===== src/rtl/core/rshc_pkg.sv =====
`timescale 1ns / 1ps

package rshc_pkg;

    localparam int STRIPE_W = 32;
    localparam int ID_W     = 16;

    // Request codes carried on the input tuser
    localparam logic [2:0] REQ_ACQUIRE     = 3'd0;
    localparam logic [2:0] REQ_RELEASE     = 3'd1;
    localparam logic [2:0] REQ_DISK_FAIL   = 3'd2;
    localparam logic [2:0] REQ_DISK_REPAIR = 3'd3;
    localparam logic [2:0] REQ_PROGRESS    = 3'd4;

    // Result codes carried on the output tuser
    localparam logic [3:0] OC_MAPPED     = 4'd0;
    localparam logic [3:0] OC_DEGRADED   = 4'd1;
    localparam logic [3:0] OC_RECOVERY   = 4'd2;
    localparam logic [3:0] OC_QUEUED     = 4'd3;
    localparam logic [3:0] OC_QUEUE_FULL = 4'd4;
    localparam logic [3:0] OC_RELEASED   = 4'd5;
    localparam logic [3:0] OC_REL_MISS   = 4'd6;
    localparam logic [3:0] OC_DISK       = 4'd7;
    localparam logic [3:0] OC_PROGRESS   = 4'd8;

    // Configuration register indexes
    localparam logic CFG_DISK_COUNT   = 1'b0;
    localparam logic CFG_HEADS_IN_USE = 1'b1;

endpackage


===== src/rtl/core/rshc_mod_unit.sv =====
`timescale 1ns / 1ps

// Restoring remainder, one dividend bit per cycle.
module rshc_mod_unit #(
    parameter int DIV_W = 5
) (
    input  logic                         clk,
    input  logic                         rst_n,
    input  logic                         start,
    input  logic [rshc_pkg::STRIPE_W-1:0] dividend,
    input  logic [DIV_W-1:0]             divisor,
    output logic                         done,
    output logic [DIV_W-1:0]             remainder
);

    localparam int CNT_W = $clog2(rshc_pkg::STRIPE_W);

    logic [rshc_pkg::STRIPE_W-1:0] quo_reg;
    logic [DIV_W-1:0]              rem_reg;
    logic [DIV_W-1:0]              div_reg;
    logic [CNT_W-1:0]              cnt_reg;
    logic                          busy_reg;
    logic                          done_reg;
    logic [DIV_W:0]                trial;
    logic [DIV_W:0]                diff;

    assign trial = {rem_reg, quo_reg[rshc_pkg::STRIPE_W-1]};
    assign diff  = trial - {1'b0, div_reg};

    always_ff @(posedge clk or negedge rst_n)
    begin
        if (!rst_n)
        begin
            busy_reg <= 1'b0;
            done_reg <= 1'b0;
            cnt_reg  <= '0;
        end
        else if (start)
        begin
            busy_reg <= 1'b1;
            done_reg <= 1'b0;
            cnt_reg  <= '0;
        end
        else if (busy_reg)
        begin
            cnt_reg <= cnt_reg + 1'b1;
            if (cnt_reg == CNT_W'(rshc_pkg::STRIPE_W - 1))
            begin
                busy_reg <= 1'b0;
                done_reg <= 1'b1;
            end
        end
    end

    always_ff @(posedge clk)
    begin
        if (start)
        begin
            quo_reg <= dividend;
            rem_reg <= '0;
            div_reg <= divisor;
        end
        else if (busy_reg)
        begin
            quo_reg <= {quo_reg[rshc_pkg::STRIPE_W-2:0], 1'b0};
            // keep the partial remainder below the divisor
            if (trial >= {1'b0, div_reg})
                rem_reg <= diff[DIV_W-1:0];
            else
                rem_reg <= trial[DIV_W-1:0];
        end
    end

    assign done      = done_reg;
    assign remainder = rem_reg;

endmodule


===== config.mk =====
export PLATFORM = sky130hd
export DESIGN_NAME = rshc_mod_unit
export DESIGN_NICKNAME = d
export VERILOG_FILES = /design/src/rtl/core/rshc_pkg.sv /design/src/rtl/core/rshc_mod_unit.sv
export SDC_FILE = /design/constraint.sdc
export NUM_CORES = 1
export LEC_CHECK = 0
export BUFFER_PORTS_ARGS = -buffer_cell sky130_fd_sc_hd__buf_2
export CAP_MARGIN = 20
export CORE_MARGIN = 1.5
export CORE_UTILIZATION = 45
export DETAILED_ROUTE_END_ITERATION = 8
export GPL_ROUTABILITY_DRIVEN = 0
export HOLD_SLACK_MARGIN = 0.08
export PLACE_DENSITY = 0.76
export SLEW_MARGIN = 10
export SYNTH_ARGS = -nofsm -noshare
export SYNTH_HDL_FRONTEND = slang
export SYNTH_SLANG_ARGS = --single-unit

===== constraint.sdc =====
create_clock -name clk -period 3 [get_ports clk]
set_clock_uncertainty 0.2 [all_clocks]
set_input_delay 0.15 -clock clk [delete_from_list [all_inputs] [get_ports clk]]
set_output_delay 0.15 -clock clk [all_outputs]
set_load 0.005 [all_outputs]

==> impl_metrics.ini, run 1 <==
[final_layout]
fin_nets = 289
fillers = 353
utilization_pct = 63.61
drive_above_1_share_pct = 38.84
finalNonFillerCells = 309
largest_reg_flops = 32
antennaDiodeCount = 0
area_delta_synth_final_pct = 35.09

[critical_path]
reg2reg_slack_ns = 0.79
path_cells = inv_1 > ha_1 > inv_1 > fa_1 > a21oi_2 > o221ai_4 > mux2_4 > a211oi_2
critical_path_arrival_ns = 2.25
worstSetupPathType = flop to flop
reg2reg_from = quo_reg[31]
required_ns = 3.04
critPathSlowestCell = fa_1
reg2regPathDepth = 8
crit_top_cell = inv_1
r2r-end = remainder[0]
critical_path.max_fanout = 7
slowest_delay_ns = 0.42
start_kind = flop
end_kind = flop

[routing]
via_per_inst = 4.748
wl_um = 4344
wl_per_cell_um = 14.06
drc = 0
ant_nets = 0
drtIter0Drc = 82
dr.pass1.iters = 4
num_vias = 1467

[timing]
timing.hold.ws_ns = 0.3177
worst_slew_pin_slew_ns = 0.4757
fmax_ghz = 0.4522
finalCritPeriodShare_pct = 73.71
finalHoldViolations = 0
slew_viol_final = 0
tns_ns = 0
slew_headroom_pct = 68.29
finalCriticalPeriod_ns = 2.211
rsz0062_at_grt = no
finalSetupViolCount = 0

[power]
p_switching_w = 0.0004619
intPower_w = 0.001213
p_sw_share_pct = 27.59
cellLeakagePower_nw = 1.285
ir_drop_v = 0.0003485
seqPwrFrac_pct = 51.4
pwr-share-comb_pct = 25.6
powerDensity_nw_per_um2 = 550.1
power.share.clock_pct = 23.0

[cts]
htreeDepth = 2
cts_buffer_depth = 2
clk-insertion-delay-late_ns = 0.31
cts_root_buf = clkbuf_8
cts_setup_buffers = 0
postCtsHoldBufs = 40
numCtsBuffers = 5
cts.clk_slew.worst_paths_ns = 0.09
cts_sinks = 49
cts_tree = yes
cts_resized = 0

[global_route]
grt-ovfl-total = 0
track_usage_pct = 17.69
first_global_vias = 1531
grt_max_degree = 34
grt_pass1_wl_um = 6927
antenna_found_initial = 0

[hold_path]
whs_path_depth = 2
whs_endpoint = done
min-delay-start = done
hp-class = flop to flop

[outcome]
status = completed

[logic_synthesis]
syn_area_per_cell_um2 = 14.83
ys_seq_area_share_pct = 61.52
yosys_warnings = 0
syn_area_um2 = 2253
synth_area_leaders = edfxtp_1, mux2_2, dfrtp_1
synth_cells = 152
yosysTopAreaCellShare_pct = 49.31
ys_ff_latch = 49
yosysUniqueCellTypes = 31
synth_top_area_cell = edfxtp_1
syn_nets = 200

[floorplanning]
num_rows = 25
io_pins = 46
die_w_um = 73.77
fp.dieArea_um2 = 5441
core_um2 = 4786
start_util_pct = 47.08
chipHeight_um = 73.77

[place]
dp.cells = 261
hpwl_um = 2492
port_buffers = 45

[flow_run]
cap_violations = 0
[through the flow]
stage | worst slack (ns) | area [µm²] | power, W
6_report | 0.7887 | 3044 | 0.001675
5_1_grt | 0.6779 | 3044 | 0.001764
4_1_cts | 0.7720 | 3044 | 0.001686
3_5_place_dp | 0.7893 | 2557 | 0.001263
3_3_place_gp | 0.8088 | 2557 | 0.001253
2_1_floorplan | 0.8744 | 2253 | 0.001155
[cells in the final DEF (no fill, tap or decap), types with 2 or more instances in the layout]
cell type	n
clkinv_2	2
dlygate4sd3_1	40
edfxtp_1	37
nor2_1	10
nand2_1	8
dfxtp_1	5
dfrtp_1	7
buf_2	45
inv_1	9
nand3_1	2
o21ai_0	2
mux2i_1	3
xnor2_1	3
buf_4	3
xor2_1	3
o2bb2a_1	2
ha_1	7
mux2_2	31
a211oi_2	2
a21oi_1	2
clkbuf_8	5
[per-layer routing]
metal | track usage (%) | share of wire, % | vias to the layer above
met5 | 0 | 0 | -
met4 | 6.584 | 1.8 | 0
met3 | 5.898 | 4.0 | 8
met2 | 29.03 | 50 | 34
met1 | 21.65 | 44 | 698
li1 | - | - | 727
[power groups by stage]
stage	sequential, W	combinational [W]	clock (W)
2_1_floorplan	0.000865	0.000291	0
3_3_place_gp	0.000872	0.000381	0
3_5_place_dp	0.000874	0.000389	0
4_1_cts	0.000860	0.000431	0.000395
5_1_grt	0.000871	0.000473	0.000420
6_report	0.000861	0.000429	0.000384
[layout make-up]
class	count	area, µm²	area share [%]
sequential	49	1386	45.54
multi-input combinational	88	805.8	26.47
timing repair buffer	88	648.1	21.29
tap	67	83.83	2.754
clock buffer	5	68.82	2.261
inverter	9	33.78	1.110
clock inverter	3	17.52	0.5754
[critical path: cells and delay by family (launching register included)]
family,cells,cell delay [ns]
flops,1,0.37
buf+inv,2,0.13
mux,1,0.33
compound gates,3,0.56
fa+ha+maj,2,0.57
[worst max-delay path by stage]
stage | from | endpoint | cells past startpoint
2_1_floorplan | quo_reg[31] | remainder[0] | 8
3_3_place_gp | quo_reg[31] | remainder[0] | 8
3_5_place_dp | quo_reg[31] | remainder[0] | 8
4_1_cts | quo_reg[31] | remainder[0] | 8
5_1_grt | quo_reg[31] | remainder[0] | 8
6_report | quo_reg[31] | remainder[0] | 8
[logic make-up after synthesis]
group           Yosys count  share of synthesized area, %
mux                      35                         17.49
simple gates             26                         5.331
flops                    49                         61.52
buf+inv                  15                         2.721
xor+xnor                  6                         2.332
fa+ha+maj                 8                         4.775
compound gates           13                         5.831
[Yosys cell counts, drive strengths merged]
master	instances
edfxtp	37
mux2	32
nor2	10
inv	9
nand2	8
dfrtp	7
ha	7
dfxtp	5
a21oi	4
buf	4
mux2i	3
nand3	3
xnor2	3
xor2	3
a211oi	2
clkbuf	2
o21ai	2
o2bb2a	2
a21o	1
and2	1
and3	1
fa	1
nand3b	1
nand4	1
nor2b	1
o211ai	1
o221ai	1
Power figures use the tool's default switching activity.
==> inputs of run 2 (changes only) <==
PLACE_DENSITY = 0.78   (was 0.76)
clock period = 1.9 ns   (was 3 ns; I/O delays follow)
==> run 2 against run 1 <==
The run now ends with negative setup slack left. Critical path type unchanged. First-iteration DRC count shrank 28%. Cell count grew 4.5%. Flip-flop and latch count is the same. Setup slack lost 1.0 ns. Fmax grew 3.6%. Register-to-register slack lost 1.0 ns. Critical path depth is the same.
==> impl_metrics.ini, run 2 (synthesis gave the netlist of run 1 again) <==
[outcome]
status = finished, violations left
violations = negative setup slack

[place]
port_buffers = 45
hpwl_um = 2646
dp_slack_ns = -0.2744
dp.cells = 272

[timing]
timing.hold.ws_ns = 0.2960
fmax_ghz = 0.4687
rsz0062_at_grt = yes
slew_headroom_pct = 76.90
slew_viol_final = 0
finalHoldViolations = 0
finalSetupViolCount = 5
worst_slew_pin_slew_ns = 0.3458
finalCritPeriodShare_pct = 112.3
finalCriticalPeriod_ns = 2.134
worst_slack_ns = -0.2337
tns_ns = -0.8618

[routing]
ant_nets = 0
drc = 0
met1Wirelength_um = 2012
dr_wl_met2_um = 2453
drtIter0Drc = 59
num_vias = 1538
topRoutingLayerUsed = met4
wl_um = 4680
wl_met3_um = 154
dr.pass1.iters = 4
wl_per_cell_um = 14.49
via_per_inst = 4.762

[power]
pwr-share-comb_pct = 32.1
powerDensity_nw_per_um2 = 942.6
p_sw_share_pct = 26.88
intPower_w = 0.002228
ir_drop_v = 0.0006025
seqPwrFrac_pct = 44.2
cellLeakagePower_nw = 1.380
finalPower_w = 0.003048
power.share.clock_pct = 23.7
p_switching_w = 0.0008193

[critical_path]
worstSetupPathType = flop to flop
end_kind = flop
critPathSlowestCell = edfxtp_1
reg2reg_slack_ns = -0.23
start_kind = flop
path_cells = inv_2 > ha_4 > inv_2 > fa_2 > a21oi_4 > o221ai_4 > mux2_4 > a211oi_2
crit_top_cell = inv_2
reg2reg_from = quo_reg[31]
critical_path_arrival_ns = 2.16
required_ns = 1.92
slowest_delay_ns = 0.38
r2r-end = remainder[0]
reg2regPathDepth = 8
critical_path.max_fanout = 4

[global_route]
grt_pass1_wl_um = 7196
grt-ovfl-total = 0
track_usage_pct = 18.19
first_global_vias = 1541
antenna_found_initial = 0
grt_max_degree = 23

[cts]
cts.clk_slew.worst_paths_ns = 0.09
cts_root_buf = clkbuf_8
cts_tree = yes
numCtsBuffers = 5
cts_sinks = 49
clk-insertion-delay-late_ns = 0.30
cts_buffer_depth = 2
htreeDepth = 2

[floorplanning]
num_rows = 25
start_util_pct = 47.08
io_pins = 46
core_um2 = 4786
fp.dieArea_um2 = 5441
chipHeight_um = 73.77
die_w_um = 73.77

[hold_path]
whs_endpoint = done
hp-class = flop to flop
min-delay-start = done
whs_path_depth = 2

[final_layout]
drive_above_1_share_pct = 44.92
fin_nets = 303
mostFrequentLayoutCells = buf_2, dlygate4sd3_1, edfxtp_1
layout_commonest_cell = buf_2
largest_reg_flops = 32
fillers = 343
antennaDiodeCount = 0
finalNonFillerCells = 323
area_delta_synth_final_pct = 43.48

[flow_run]
cap_violations = 0
[run 2: cell types whose count changed in the layout (fill, tap and decap cells not counted), moves of 2 or more]
cell,delta
inv_1,-2
inv_2,+2
clkinv_2,-2
buf_4,+12
[run 2: layout make-up]
cell class	count	area, µm²	area share, %
well taps	67	83.83	2.593
repair buffers	102	769.5	23.80
inverters	9	33.78	1.045
flip-flops and latches	49	1386	42.88
clock buffers	7	107.6	3.328
multi-input cells	88	845.8	26.16
clock inverters	1	6.256	0.1935
[run 2: metal layers]
layer  vias up  GRT usage [%]
li1        759              -
met1       735          22.74
met2        37          30.93
met3         7          4.527
met4         0          5.761
met5         -              0
[run 2: power by group through the flow]
| stage | Clock [W] | Sequential (W) | Combinational (W) |
|---|---|---|---|
| global route | 0.000778 | 0.00136 | 0.00105 |
| floorplan | 0 | 0.00137 | 0.000461 |
| global placement | 0 | 0.00136 | 0.000748 |
| CTS | 0.000743 | 0.00134 | 0.000883 |
| finish | 0.000722 | 0.00135 | 0.000979 |
| detailed placement | 0 | 0.00136 | 0.000758 |
[run 2: worst max path at each step]
stage	slack [ns]	end	start	cells after the start
2_1_floorplan	-0.14	remainder[0]	quo_reg[31]	8
3_3_place_gp	-0.19	remainder[0]	quo_reg[31]	8
3_5_place_dp	-0.27	remainder[0]	quo_reg[31]	8
4_1_cts	-0.25	remainder[0]	quo_reg[31]	8
5_1_grt	-0.30	remainder[0]	quo_reg[31]	8
6_report	-0.23	remainder[0]	quo_reg[31]	8
[run 2: what timing repair did]
item	in CTS	in global routing
endpoints found under the hold margin	53	0
setup endpoints to repair	5	5
cloned	0	0
hold buffers	40	0
pin swaps	3	4
buffers inserted	2	1
gates resized for setup	2	7
[run 2: through the flow]
step           util, %  cell area, µm²
4_1_cts          66.80            3197
6_report         67.56            3233
3_3_place_gp     55.53            2658
2_1_floorplan        -            2258
3_5_place_dp     55.53            2658
5_1_grt          67.56            3233
[run 2: worst max-delay path: cells and delay by family (launching register included)]
| family | cells | cell delay [ns] |
|---|---|---|
| adders and majority gates | 2 | 0.52 |
| DFF | 1 | 0.38 |
| buffers and inverters | 2 | 0.14 |
| AOI/OAI and AO/OA | 3 | 0.48 |
| muxes | 1 | 0.33 |
